`src/pcpm_pkg.sv`:
```
// ----------------------------------------------------------------------------
// pcpm_pkg: shared types and constants
// Item formats, command and register codes, queue sizing and the byte
// popcount used by the code comparison block.
// ----------------------------------------------------------------------------
package pcpm_pkg;

  // Input item commands
  typedef enum logic {
    CMD_LOAD = 1'b0,
    CMD_REF  = 1'b1
  } cmd_t;

  // Combine modes
  localparam logic MODE_XOR = 1'b0;
  localparam logic MODE_AND = 1'b1;

  // Configuration register indexes
  localparam int          CFG_IDX_W      = 2;
  localparam int          CFG_DATA_W     = 16;
  localparam logic [1:0]  REG_MODE       = 2'd0;
  localparam logic [1:0]  REG_CODE_BYTES = 2'd1;
  localparam logic [1:0]  REG_REFS_ROW   = 2'd2;

  // Field widths
  localparam int CODE_BYTES_W = 7;
  localparam int REFS_W       = 16;
  localparam int COUNT_W      = 10;

  // Queue between front and back
  localparam int Q_DEPTH = 4;
  localparam int Q_PTR_W = 2;
  localparam int Q_CNT_W = 3;

  // Input item
  typedef struct packed {
    logic       command;
    logic [7:0] data;
  } in_item_t;

  // Result item
  typedef struct packed {
    logic [COUNT_W-1:0] count;
    logic               row_end;
  } out_item_t;

  // Classified item handed from front to back
  typedef struct packed {
    cmd_t       cmd;
    logic [7:0] data;
    logic       last;     // last byte of a reference code
    logic       row_end;  // last reference of the row (valid with last)
  } job_t;

  // Ones in one byte
  function automatic logic [3:0] byte_popcount(input logic [7:0] v);
    logic [3:0] n;
    n = 4'd0;
    for (int b = 0; b < 8; b++) begin
      n = n + {3'd0, v[b]};
    end
    return n;
  endfunction

endpackage

```
`src/pairwise_code_popcount_matrix_top.sv`:
```
// ----------------------------------------------------------------------------
// pairwise_code_popcount_matrix_top: binary code popcount comparison
// Compares reference codes byte by byte against a stored query code and
// gives the Hamming distance or intersection size of each reference.
//
// Input channel (in_valid/in_stall/in_data): one code byte per item. A load
// item writes the next query byte and restarts the row; a reference item
// streams the next reference byte. An item is taken at each edge where
// in_valid is high and in_stall is low.
// Result channel (out_valid/out_stall/out_data): one item after the last
// byte of each reference code, with the count and a row-end flag.
// Configuration (cfg_we/cfg_index/cfg_wdata): mode, code_bytes, refs_per_row,
// which the user must write only while the block is idle; it is not enforced.
// Throughput: one item per cycle while the receiver does not stall, set by
// the single store port and one byte popcount plus add per cycle. From the
// last reference byte to out_valid an item passes the queue, the store read
// and the result register. A four-entry queue separates intake from the back
// end, so when the receiver stalls, input keeps flowing until that queue fills.
// Reset clears positions, counts, queue and valids; the query store holds
// no value until it is loaded.
// ----------------------------------------------------------------------------
module pairwise_code_popcount_matrix_top #(
  parameter int MAX_CODE_BYTES = 64
) (
  input  logic                             clk,
  input  logic                             rst_n,
  input  logic                             in_valid,
  output logic                             in_stall,
  input  pcpm_pkg::in_item_t               in_data,
  output logic                             out_valid,
  input  logic                             out_stall,
  output pcpm_pkg::out_item_t              out_data,
  input  logic                             cfg_we,
  input  logic [pcpm_pkg::CFG_IDX_W-1:0]   cfg_index,
  input  logic [pcpm_pkg::CFG_DATA_W-1:0]  cfg_wdata
);

  localparam int PW = (MAX_CODE_BYTES > 1) ? $clog2(MAX_CODE_BYTES) : 1;
  localparam int QW = PW + $bits(pcpm_pkg::job_t);

  logic                              mode_r, mode_nxt;
  logic [pcpm_pkg::CODE_BYTES_W-1:0] code_bytes_r, code_bytes_nxt;
  logic [pcpm_pkg::REFS_W-1:0]       refs_r, refs_nxt;

  logic           push, pop, q_full, q_empty;
  pcpm_pkg::job_t push_job, pop_job;
  logic [PW-1:0]  push_pos, pop_pos;
  logic [QW-1:0]  q_in, q_out;

  // Configuration registers
  always_comb begin
    mode_nxt       = mode_r;
    code_bytes_nxt = code_bytes_r;
    refs_nxt       = refs_r;
    if (cfg_we) begin
      unique case (cfg_index)
        pcpm_pkg::REG_MODE:       mode_nxt       = cfg_wdata[0];
        pcpm_pkg::REG_CODE_BYTES: code_bytes_nxt = cfg_wdata[pcpm_pkg::CODE_BYTES_W-1:0];
        pcpm_pkg::REG_REFS_ROW:   refs_nxt       = cfg_wdata[pcpm_pkg::REFS_W-1:0];
        default: ;
      endcase
    end
  end

  always_ff @(posedge clk) begin
    if (!rst_n) begin
      mode_r       <= pcpm_pkg::MODE_XOR;
      code_bytes_r <= pcpm_pkg::CODE_BYTES_W'(1);
      refs_r       <= pcpm_pkg::REFS_W'(1);
    end else begin
      mode_r       <= mode_nxt;
      code_bytes_r <= code_bytes_nxt;
      refs_r       <= refs_nxt;
    end
  end

  pcpm_front #(
    .MAX_CODE_BYTES(MAX_CODE_BYTES)
  ) u_front (
    .clk         (clk),
    .rst_n       (rst_n),
    .in_valid    (in_valid),
    .in_stall    (in_stall),
    .in_data     (in_data),
    .code_bytes  (code_bytes_r),
    .refs_per_row(refs_r),
    .q_full      (q_full),
    .push        (push),
    .push_job    (push_job),
    .push_pos    (push_pos)
  );

  // Queue entry: store address and tagged item
  assign q_in              = {push_pos, push_job};
  assign {pop_pos, pop_job} = q_out;

  pcpm_queue #(
    .WIDTH(QW)
  ) u_queue (
    .clk      (clk),
    .rst_n    (rst_n),
    .push     (push),
    .push_data(q_in),
    .pop      (pop),
    .pop_data (q_out),
    .full     (q_full),
    .empty    (q_empty)
  );

  pcpm_back #(
    .MAX_CODE_BYTES(MAX_CODE_BYTES)
  ) u_back (
    .clk      (clk),
    .rst_n    (rst_n),
    .mode     (mode_r),
    .q_empty  (q_empty),
    .pop      (pop),
    .pop_job  (pop_job),
    .pop_pos  (pop_pos),
    .out_valid(out_valid),
    .out_stall(out_stall),
    .out_data (out_data)
  );

endmodule

```
`src/pcpm_front.sv`:
```
// ----------------------------------------------------------------------------
// pcpm_front: item intake and classification
// Tracks load position, reference position and column count, and tags each
// item with its store address, last-byte and row-end flags.
// ----------------------------------------------------------------------------
module pcpm_front #(
  parameter int MAX_CODE_BYTES = 64
) (
  input  logic                               clk,
  input  logic                               rst_n,
  input  logic                               in_valid,
  output logic                               in_stall,
  input  pcpm_pkg::in_item_t                 in_data,
  input  logic [pcpm_pkg::CODE_BYTES_W-1:0]  code_bytes,
  input  logic [pcpm_pkg::REFS_W-1:0]        refs_per_row,
  input  logic                               q_full,
  output logic                               push,
  output pcpm_pkg::job_t                     push_job,
  output logic [((MAX_CODE_BYTES > 1) ? $clog2(MAX_CODE_BYTES) : 1)-1:0] push_pos
);

  localparam int PW = (MAX_CODE_BYTES > 1) ? $clog2(MAX_CODE_BYTES) : 1;
  localparam int LW = $clog2(MAX_CODE_BYTES + 1);
  localparam int CW = (LW > pcpm_pkg::CODE_BYTES_W) ? LW : pcpm_pkg::CODE_BYTES_W;

  logic [PW-1:0]               load_pos_r, load_pos_nxt;
  logic [PW-1:0]               ref_pos_r, ref_pos_nxt;
  logic [pcpm_pkg::REFS_W-1:0] col_r, col_nxt;

  logic [CW-1:0]               cb_ext, len;
  logic [pcpm_pkg::REFS_W-1:0] row;
  logic [PW-1:0]               load_use, ref_use;
  logic [CW-1:0]               load_inc, ref_inc;
  logic                        load_last, ref_last;
  logic [pcpm_pkg::REFS_W-1:0] col_use;
  logic [pcpm_pkg::REFS_W:0]   col_inc;
  logic                        row_end;
  logic                        accept;

  assign in_stall = q_full;
  assign accept   = in_valid && !q_full;
  assign push     = accept;

  // Effective code and row lengths
  always_comb begin
    cb_ext = CW'(code_bytes);
    if (cb_ext == '0) begin
      len = CW'(1);
    end else if (cb_ext > CW'(MAX_CODE_BYTES)) begin
      len = CW'(MAX_CODE_BYTES);
    end else begin
      len = cb_ext;
    end
    row = (refs_per_row == '0) ? pcpm_pkg::REFS_W'(1) : refs_per_row;
  end

  // Positions, restarted when out of range
  always_comb begin
    load_use  = (CW'(load_pos_r) >= len) ? '0 : load_pos_r;
    load_inc  = CW'(load_use) + CW'(1);
    load_last = (load_inc >= len);
    ref_use   = (CW'(ref_pos_r) >= len) ? '0 : ref_pos_r;
    ref_inc   = CW'(ref_use) + CW'(1);
    ref_last  = (ref_inc >= len);
    col_use   = (col_r >= row) ? '0 : col_r;
    col_inc   = {1'b0, col_use} + (pcpm_pkg::REFS_W + 1)'(1);
    row_end   = (col_inc == {1'b0, row});
  end

  // Next state and tagged item
  always_comb begin
    load_pos_nxt = load_pos_r;
    ref_pos_nxt  = ref_pos_r;
    col_nxt      = col_r;
    push_job.cmd     = pcpm_pkg::cmd_t'(in_data.command);
    push_job.data    = in_data.data;
    push_job.last    = 1'b0;
    push_job.row_end = 1'b0;
    push_pos         = ref_use;
    if (in_data.command == pcpm_pkg::CMD_LOAD) begin
      push_pos = load_use;
      if (accept) begin
        load_pos_nxt = load_last ? '0 : load_inc[PW-1:0];
        ref_pos_nxt  = '0;
        col_nxt      = '0;
      end
    end else begin
      push_job.last    = ref_last;
      push_job.row_end = row_end;
      if (accept) begin
        ref_pos_nxt = ref_last ? '0 : ref_inc[PW-1:0];
        if (ref_last) begin
          col_nxt = row_end ? '0 : col_inc[pcpm_pkg::REFS_W-1:0];
        end else begin
          col_nxt = col_use;
        end
      end
    end
  end

  always_ff @(posedge clk) begin
    if (!rst_n) begin
      load_pos_r <= '0;
      ref_pos_r  <= '0;
      col_r      <= '0;
    end else begin
      load_pos_r <= load_pos_nxt;
      ref_pos_r  <= ref_pos_nxt;
      col_r      <= col_nxt;
    end
  end

endmodule

```
`src/pcpm_queue.sv`:
```
// ----------------------------------------------------------------------------
// pcpm_queue: short item queue
// Small register queue that decouples the front stall from the back stall.
// ----------------------------------------------------------------------------
module pcpm_queue #(
  parameter int WIDTH = 20
) (
  input  logic             clk,
  input  logic             rst_n,
  input  logic             push,
  input  logic [WIDTH-1:0] push_data,
  input  logic             pop,
  output logic [WIDTH-1:0] pop_data,
  output logic             full,
  output logic             empty
);

  logic [WIDTH-1:0]             slot_r [pcpm_pkg::Q_DEPTH];
  logic [pcpm_pkg::Q_PTR_W-1:0] wr_ptr_r, wr_ptr_nxt;
  logic [pcpm_pkg::Q_PTR_W-1:0] rd_ptr_r, rd_ptr_nxt;
  logic [pcpm_pkg::Q_CNT_W-1:0] cnt_r, cnt_nxt;

  assign full     = (cnt_r == pcpm_pkg::Q_CNT_W'(pcpm_pkg::Q_DEPTH));
  assign empty    = (cnt_r == '0);
  assign pop_data = slot_r[rd_ptr_r];

  // Pointer and fill count update
  always_comb begin
    wr_ptr_nxt = push ? wr_ptr_r + 1'b1 : wr_ptr_r;
    rd_ptr_nxt = pop ? rd_ptr_r + 1'b1 : rd_ptr_r;
    cnt_nxt    = cnt_r;
    if (push && !pop) begin
      cnt_nxt = cnt_r + 1'b1;
    end else if (pop && !push) begin
      cnt_nxt = cnt_r - 1'b1;
    end
  end

  always_ff @(posedge clk) begin
    if (!rst_n) begin
      wr_ptr_r <= '0;
      rd_ptr_r <= '0;
      cnt_r    <= '0;
    end else begin
      wr_ptr_r <= wr_ptr_nxt;
      rd_ptr_r <= rd_ptr_nxt;
      cnt_r    <= cnt_nxt;
    end
  end

  // Slot storage
  always_ff @(posedge clk) begin
    if (push) begin
      slot_r[wr_ptr_r] <= push_data;
    end
  end

endmodule

```
`src/pcpm_back.sv`:
```
// ----------------------------------------------------------------------------
// pcpm_back: query store, combine and accumulate
// Writes load bytes into the query store, reads the matching byte for each
// reference byte, accumulates the popcount and holds the result register.
// ----------------------------------------------------------------------------
module pcpm_back #(
  parameter int MAX_CODE_BYTES = 64
) (
  input  logic                 clk,
  input  logic                 rst_n,
  input  logic                 mode,
  input  logic                 q_empty,
  output logic                 pop,
  input  pcpm_pkg::job_t       pop_job,
  input  logic [((MAX_CODE_BYTES > 1) ? $clog2(MAX_CODE_BYTES) : 1)-1:0] pop_pos,
  output logic                 out_valid,
  input  logic                 out_stall,
  output pcpm_pkg::out_item_t  out_data
);

  localparam int AW = pcpm_pkg::COUNT_W;

  logic [7:0]          store [MAX_CODE_BYTES];
  logic [7:0]          rd_r;
  logic                a_valid_r, a_valid_nxt;
  pcpm_pkg::job_t      a_job_r;
  logic [AW-1:0]       acc_r, acc_nxt;
  logic                out_valid_r, out_valid_nxt;
  pcpm_pkg::out_item_t out_r;

  logic [7:0]          comb;
  logic [AW:0]         sum;
  logic [AW-1:0]       sat;
  logic                is_ref, emit, out_free, adv_b;

  // Combine with the query byte and accumulate with saturation
  always_comb begin
    comb = (mode == pcpm_pkg::MODE_AND) ? (rd_r & a_job_r.data) : (rd_r ^ a_job_r.data);
    sum  = {1'b0, acc_r} + (AW + 1)'(pcpm_pkg::byte_popcount(comb));
    sat  = sum[AW] ? '1 : sum[AW-1:0];
  end

  // Stage handshakes
  assign is_ref   = (a_job_r.cmd == pcpm_pkg::CMD_REF);
  assign emit     = a_valid_r && is_ref && a_job_r.last;
  assign out_free = !out_valid_r || !out_stall;
  assign adv_b    = a_valid_r && (!emit || out_free);
  assign pop      = !q_empty && (!a_valid_r || adv_b);

  always_comb begin
    a_valid_nxt = a_valid_r;
    if (pop) begin
      a_valid_nxt = 1'b1;
    end else if (adv_b) begin
      a_valid_nxt = 1'b0;
    end
    acc_nxt = acc_r;
    if (adv_b) begin
      acc_nxt = (!is_ref || a_job_r.last) ? '0 : sat;
    end
    out_valid_nxt = out_valid_r;
    if (emit && adv_b) begin
      out_valid_nxt = 1'b1;
    end else if (!out_stall) begin
      out_valid_nxt = 1'b0;
    end
  end

  always_ff @(posedge clk) begin
    if (!rst_n) begin
      a_valid_r   <= 1'b0;
      acc_r       <= '0;
      out_valid_r <= 1'b0;
    end else begin
      a_valid_r   <= a_valid_nxt;
      acc_r       <= acc_nxt;
      out_valid_r <= out_valid_nxt;
    end
  end

  // Query store: load writes, reference reads with registered data
  always_ff @(posedge clk) begin
    if (pop) begin
      if (pop_job.cmd == pcpm_pkg::CMD_LOAD) begin
        store[pop_pos] <= pop_job.data;
      end else begin
        rd_r <= store[pop_pos];
      end
    end
  end

  // Payload registers
  always_ff @(posedge clk) begin
    if (pop) begin
      a_job_r <= pop_job;
    end
    if (emit && adv_b) begin
      out_r.count   <= sat;
      out_r.row_end <= a_job_r.row_end;
    end
  end

  assign out_valid = out_valid_r;
  assign out_data  = out_r;

endmodule

```
`config.mk`:
```
export PLATFORM = sky130hd
export DESIGN_NAME = pairwise_code_popcount_matrix_top
export DESIGN_NICKNAME = d
export VERILOG_FILES = /design/src/pcpm_pkg.sv /design/src/pairwise_code_popcount_matrix_top.sv /design/src/pcpm_front.sv /design/src/pcpm_queue.sv /design/src/pcpm_back.sv
export SDC_FILE = /design/constraint.sdc
export NUM_CORES = 1
export LEC_CHECK = 0
export ABC_AREA = 1
export BUFFER_PORTS_ARGS = -buffer_cell sky130_fd_sc_hd__buf_4
export CAP_MARGIN = 20
export CORE_ASPECT_RATIO = 0.5
export CORE_MARGIN = 2
export CORE_UTILIZATION = 40
export CTS_CLUSTER_DIAMETER = 40
export DETAILED_ROUTE_END_ITERATION = 6
export PLACE_DENSITY_LB_ADDON = 0.3
export SYNTH_ARGS = -nofsm -noshare
export SYNTH_HDL_FRONTEND = slang
export SYNTH_HIERARCHICAL = 1
export SYNTH_SLANG_ARGS = --single-unit
```
`constraint.sdc`:
```
create_clock -name clk -period 5.1 [get_ports clk]
set_input_delay 1.02 -clock clk [delete_from_list [all_inputs] [get_ports clk]]
set_output_delay 1.02 -clock clk [all_outputs]
set_load 0.05 [all_outputs]
```
# After elaboration in Yosys (flattened, before gate mapping)
# Memories as Yosys holds them, arrays and structs flattened. A register that Yosys moved wholly into a read port is not among the register bits.
# Index checks and enable logic that the tools add are counted.
[classes]
n_mux = 34
n_bitwise = 3
n_eq_ne = 5
reduce_logical = 32
n_lt_le_gt_ge = 6
add_sub_neg = 15
[op_table]
columns = ["cell", "count"]
rows = [
  ["$mux 16", 7],
  ["$mux 6", 8],
  ["$add 4x1->4", 6],
  ["$mux 10", 2],
  ["$add 16x1->17 const B", 1],
  ["$eq 17x16->1", 1],
  ["$ge 16x16->1", 1],
  ["$logic_not 16->1", 1],
  ["$add 6x1->7 const B", 2],
  ["$ge 6x7->1", 2],
  ["$ge 7x7->1", 2],
  ["$mux 7", 2],
  ["$add 10x4->11", 1],
  ["$reduce_and 2->1", 5],
  ["$logic_not 1->1", 9],
  ["$mux 1", 9],
  ["$and 8x8->8", 1],
  ["$logic_and 1x1->1", 8],
  ["$mux 8", 1],
  ["$xor 8x8->8", 1],
  ["$gt 7x7->1 const B", 1],
  ["$logic_not 7->1", 1],
  ["$mux 2", 3],
  ["$mux 3", 2],
  ["other kinds (13)", 18],
]
[word_totals]
mem_bits_rw = 580
mem_count = 2
wordCells = 115
regBits = 93
[memory_table]
columns = ["memory", "depth", "word_bits", "rd", "rd_ports_with_merged_regs", "wr", "line", "text"]
rows = [
  ["u_back.store", 64, 8, 1, 1, 1, "pcpm_back.sv:23", "logic [7:0] store [MAX_CODE_BYTES];"],
  ["u_queue.slot_r", 4, 17, 1, 1, 1, "pcpm_queue.sv:18", "logic [WIDTH-1:0] slot_r [pcpm_pkg::Q_DEPTH];"],
]

# Longest topological paths before layout
[logic_depth]
ltp_word = 12
depth_mapped = 32
depth_no_buf = 30

# Cells and area by module
# The synthesis kept the hierarchy.
[by_module_without_submodules]
columns = ["mod", "cells_per_inst", "instances", "area_each_um2"]
rows = [
  ["pcpm_back", 2271, 1, 24085.6],
  ["pcpm_front", 589, 1, 3550.9],
  ["pcpm_queue", 222, 1, 3024.2],
  ["pairwise_code_popcount_matrix_top", 151, 1, 998.5],
]

# Worst setup path before layout
# No wires, ideal clock.
[synth_path]
path_kind = "register -> register"
from = "register mode_r"
to = "register u_back.out_r (netlist bit u_back/out_data[1]) (data pin)"
slack_ns = 0.713
n_path_buf = 1
t_arrival_ns = 4.124
period_less_slack_ns = 4.387
path_stages_with_launch = 17
setup_time_ns = 0.262
path_cell_list = "dfxtp_1 clkbuf_1 mux2_2 fa_1 inv_1 fa_1 fa_1 fa_1 xnor2_1 ha_1 nand3_1 nand2_1 nand2_1 inv_1 nand2_2 inv_1 or2_2"
[synth_via]
elab_chain_cells = 10
[synth_rtl]
columns = ["item", "line", "text"]
rows = [
  ["from (decl)", "pairwise_code_popcount_matrix_top.sv:41", "logic mode_r, mode_nxt;"],
  ["from (signal assigned)", "pairwise_code_popcount_matrix_top.sv:67", "mode_r <= pcpm_pkg::MODE_XOR;"],
  ["from (signal assigned)", "pairwise_code_popcount_matrix_top.sv:71", "mode_r <= mode_nxt;"],
  ["$mux 8 *", "pcpm_back.sv:38", "comb = (mode == pcpm_pkg::MODE_AND) ? (rd_r & a_job_r.data) : (rd_r ^ a_job_r.data);"],
  ["$add 1x1->2", "pcpm_pkg.sv:60", "n = n + {3'd0, v[b]};"],
  ["$add 4x1->4 (5 in series)", "pcpm_pkg.sv:60", ""],
  ["$add 4x1->4 *", "pcpm_pkg.sv:60", ""],
  ["$add 10x4->11 *", "pcpm_back.sv:39", "sum = {1'b0, acc_r} + (AW + 1)'(pcpm_pkg::byte_popcount(comb));"],
  ["$mux 10 *", "pcpm_back.sv:40", "sat = sum[AW] ? '1 : sum[AW-1:0];"],
  ["via u_back.sat[0]", "pcpm_back.sv:33", "logic [AW-1:0] sat;"],
  ["to (decl)", "pcpm_back.sv:29", "pcpm_pkg::out_item_t out_r;"],
]
# The timed path passes the listed nets; every way through them passes the cells marked *.
# A chain may end at the register's enable or synchronous reset.

# Final worst setup path
# Same ends and word-level chain as after synthesis.

==> results by group <==
Logic synthesis
  – Top cell type's share of synthesized area: 57.9%
  – Seq/Total Area, Yosys: 62.5%
  – Dominant synthesized flop cell: sky130_fd_sc_hd__edfxtp_1
  – Fraction of registers with async set or reset after synthesis: 0%
  – Gate count of the mapped netlist: 3233
  – Post-synth EDFFs: 610
  – Post-synthesis cell area: 31700 sq um
  – Largest cells by area after synthesis: sky130_fd_sc_hd__edfxtp_1 (58%), sky130_fd_sc_hd__nand2_1 (17%), sky130_fd_sc_hd__dfxtp_1 (4.6%)
  – Synth area leader: sky130_fd_sc_hd__edfxtp_1
  – Number of warnings issued by yosys: 6
  – Count of distinct cell types in the synthesized netlist: 52
  – Synth Area per Inst: 9.79 sq um
  – Flip-flop and latch count after synthesis: 683
  – Post-synth net total: 3336

STA
  – Hold Slack: 0.421 ns
  – Post-Route Setup TNS: 0 ns
  – Endpoints failing setup: 0
  – RSZ-0062 raised after global routing: false
  – Worst-case headroom to the max-slew limit: 31.8%
  – Max frequency: 217 MHz
  – Least setup slack across all paths after layout: 0.483 ns
  – Clock period minus worst slack: 4.62 ns
  – Fin crit share: 90.5%
  – Post-Route Skew: 0.0228 ns
  – Count of final max-slew check failures: 0
  – Slew at the pin closest to its max-slew limit: 1.02 ns
  – Final hold violations: 0

Job
  – Number of maximum-capacitance violations: 0

Setup path
  – Crit path arrival time: 4.99 ns
  – End of the worst register-to-register path: u_back/out_data[1]$_DFFE_PP_
  – Worst setup path class: flop to flop
  – Maximum net fanout on the critical path: 9
  – Worst R2R Path Depth: 15
  – Launching point of the worst reg2reg path: mode_r$_SDFFE_PN0P_
  – Endpoint class of the critical path: flop
  – Register-to-register path setup slack: 0.48 ns
  – Start point of the critical path: mode_r$_SDFFE_PN0P_
  – Required time worst endpoint: 5.48 ns
  – Startpoint Class: flop

Layout
  – # nets final: 3383
  – Number of diodes: 0
  – Relative area change from synthesis to final layout: 13.2%
  – Share of layout cells above drive strength 1: 9.66%
  – Commonest cells after routing, fill and taps aside: sky130_fd_sc_hd__nand2_1 (1404), sky130_fd_sc_hd__edfxtp_1 (610), sky130_fd_sc_hd__nor2_1 (257)
  – Leading cell type in the layout, fill and taps excluded: sky130_fd_sc_hd__nand2_1
  – Filler Cell Count: 7231
  – Layout Cells excl Fill: 4379

Power
  – Switching power: 9.50 mW
  – Switching Fraction: 41.8%
  – Reg power frac: 33.5%
  – Pwr/cell area: 635 nW/um^2
  – Peak supply drop: 0.000550 V
  – Internal power summed over all cells: 13.2 mW
  – Fraction of power consumed by the clock network: 24.8%
  – Logic pwr share: 41.7%
  – LEAKAGE: 14.6 nW

Placement
  – Post-placement setup slack: 0.436 ns
  – Routability cong.: 0.877
  – Number of cells in the design after placement: 4235
  – Half-perimeter wire length of the detailed placement result: 47700 um
  – Port buffer count: 44

GRT
  – Overflow left after global routing: 0
  – Initial antenna violation count: 0
  – Largest net degree at the start of global routing: 146
  – Global-route wire length before repair: 125000 um
  – GRT Util Overall: 19.5%
  – Vias in the first global route: 21900

Hold path
  – Worst hold start: u_queue/rd_ptr_r[1]$_SDFFE_PN0P_
  – Depth of the worst hold-timing path: 1
  – Class of the tightest hold or removal check: flop to flop

Detailed routing
  – 1st-iter DRT viols: 2045
  – Vias per inst: 5.18
  – Final WL: 79200 um
  – Routed length per instance: 18.1 um
  – DR DRC count: 0
  – Drt first pass iters: 6
  – Remaining number of nets flagged by the antenna check after routing: 0
  – Via count: 22700

Floorplan
  – Die W: 402 um
  – Number of core rows: 72
  – Height of the die: 203 um
  – Initial Utilization: 40.7%
  – Die area: 81600 sq um
  – Total core area: 77800 sq um
  – Number of top-level pins: 45

Clock network
  – H-tree levels: 3
  – Clock sink total: 683
  – CTS buffer count: 78
  – Clock transition time at the flip-flop clock pins of the worst setup and hold paths: 0.06 ns
  – CTS tree: done
  – CTS Buffer Depth: 3
  – Clock Latency Late Sink: 0.64 ns
  – Root buffer cell: sky130_fd_sc_hd__clkbuf_16
  – Count of hold buffers inserted by post-cts repair: 0

Run status
  – Status: complete, no violations
## layer usage
layer	vias up	track usage (%)	wire, um
li1	11000	-	-
met1	10900	26.7	35100
met2	718	32.0	37100
met3	136	3.36	4890
met4	0	5.97	2150
met5	-	0	0
## final cells by class
cell class / count / area [sq um] / share of cell area, %
repair buffers: 127 / 1050 / 2.94
multi-input cells: 2219 / 10500 / 29.2
clock buffers: 93 / 2040 / 5.69
flip-flops and latches: 683 / 19800 / 55.2
well taps: 1036 / 1300 / 3.62
inverters: 171 / 657 / 1.83
clock inverters: 50 / 556 / 1.55
## critical path: stages (launching register included)
cell                      delay [ns]
sky130_fd_sc_hd__dfxtp_1        0.59
sky130_fd_sc_hd__mux2_2         0.41
sky130_fd_sc_hd__fa_1           0.54
sky130_fd_sc_hd__inv_1          0.06
sky130_fd_sc_hd__fa_1           0.50
sky130_fd_sc_hd__fa_1           0.47
sky130_fd_sc_hd__fa_1           0.39
sky130_fd_sc_hd__xnor2_1        0.14
sky130_fd_sc_hd__ha_1           0.34
sky130_fd_sc_hd__nand3_1        0.13
sky130_fd_sc_hd__nand2_1        0.13
sky130_fd_sc_hd__nand2_1        0.13
sky130_fd_sc_hd__inv_1          0.06
sky130_fd_sc_hd__nand2_2        0.15
sky130_fd_sc_hd__inv_1          0.07
sky130_fd_sc_hd__or2_2          0.27
## synth_stat cells (4+ instances only)
| library cell | number |
|---|---|
| sky130_fd_sc_hd__nand4_1 | 164 |
| sky130_fd_sc_hd__buf_6 | 13 |
| sky130_fd_sc_hd__fa_1 | 6 |
| sky130_fd_sc_hd__inv_1 | 160 |
| sky130_fd_sc_hd__clkbuf_1 | 25 |
| sky130_fd_sc_hd__o21ai_2 | 10 |
| sky130_fd_sc_hd__mux2_2 | 5 |
| sky130_fd_sc_hd__nor3_1 | 8 |
| sky130_fd_sc_hd__nor2_2 | 5 |
| sky130_fd_sc_hd__o21a_1 | 6 |
| sky130_fd_sc_hd__nand3_1 | 82 |
| sky130_fd_sc_hd__o22ai_1 | 17 |
| sky130_fd_sc_hd__nand3_2 | 4 |
| sky130_fd_sc_hd__buf_2 | 85 |
| sky130_fd_sc_hd__nand2_1 | 1405 |
| sky130_fd_sc_hd__buf_4 | 36 |
| sky130_fd_sc_hd__nor2_1 | 258 |
| sky130_fd_sc_hd__o21ai_1 | 21 |
| sky130_fd_sc_hd__ha_1 | 65 |
| sky130_fd_sc_hd__inv_2 | 7 |
| sky130_fd_sc_hd__dfxtp_1 | 73 |
| sky130_fd_sc_hd__o21ai_0 | 35 |
| sky130_fd_sc_hd__nor3_2 | 10 |
| sky130_fd_sc_hd__edfxtp_1 | 610 |
| sky130_fd_sc_hd__nand4_4 | 9 |
| sky130_fd_sc_hd__xnor2_1 | 4 |
| sky130_fd_sc_hd__a21oi_1 | 72 |
## state kept, by name (all words and copies together) (netlist names), named ones only
name / count
u_back/is_ref: 1
u_queue/rd_ptr_r: 2
u_front/col_r: 16
u_queue/cnt_r: 3
u_back/store: 512
u_back/acc_r: 10
u_front/load_pos_r: 6
u_back/rd_r: 8
u_back/a_job_r: 10
u_front/ref_pos_r: 6
u_back/out_data: 11
u_queue/wr_ptr_r: 2
refs_r: 16
u_back/out_valid: 1
u_back/a_valid_r: 1
code_bytes_r: 7
u_queue/slot_r: 68
mode_r: 1
## timing repair
| item | CTS | global route |
|---|---|---|
| buffers inserted | 0 | 1 |
| gates resized for setup | 0 | 3 |
| endpoints found under the setup margin | 0 | 14 |
## metrics by stage
stage | area (sq um) | power (mW) | utilization [%]
floorplan | 31700 | 14.2 | -
global placement | 33200 | 17.0 | 42.7
detailed placement | 33200 | 17.2 | 42.7
CTS | 35800 | 22.8 | 46.0
global route | 35800 | 24.2 | 46.0
finish | 35800 | 22.7 | 46.0
## power groups by stage
stage	clock network, mW	logic, mW	registers, mW
finish	5.64	9.49	7.61
global route	5.99	10.6	7.65
CTS	5.74	9.49	7.61
detailed placement	0	9.44	7.73
global placement	0	9.31	7.72
floorplan	0	6.46	7.77
## kinds of logic after synthesis
logic type | share of synthesized area [%]
compound gates | 3.13
fa+ha+maj | 2.95
mux | 0.273
simple gates | 26.0
flops | 62.5
xor+xnor | 0.166
buf+inv | 5.01
## worst max path at each step
| stage | slack, ns | endpoint | cells after the start |
|---|---|---|---|
| floorplan | 0.71 | u_back/out_data[1]$_DFFE_PP_ | 16 |
| global placement | 0.49 | u_front/col_r[3]$_SDFFE_PN0P_ | 24 |
| detailed placement | 0.44 | u_front/col_r[11]$_SDFFE_PN0P_ | 24 |
| CTS | 0.41 | u_front/col_r[3]$_SDFFE_PN0P_ | 26 |
| global route | 0.02 | u_front/load_pos_r[4]$_SDFFE_PN0P_ | 22 |
| finish | 0.48 | u_back/out_data[1]$_DFFE_PP_ | 15 |
No activity file was read; power rests on OpenSTA's default activity.
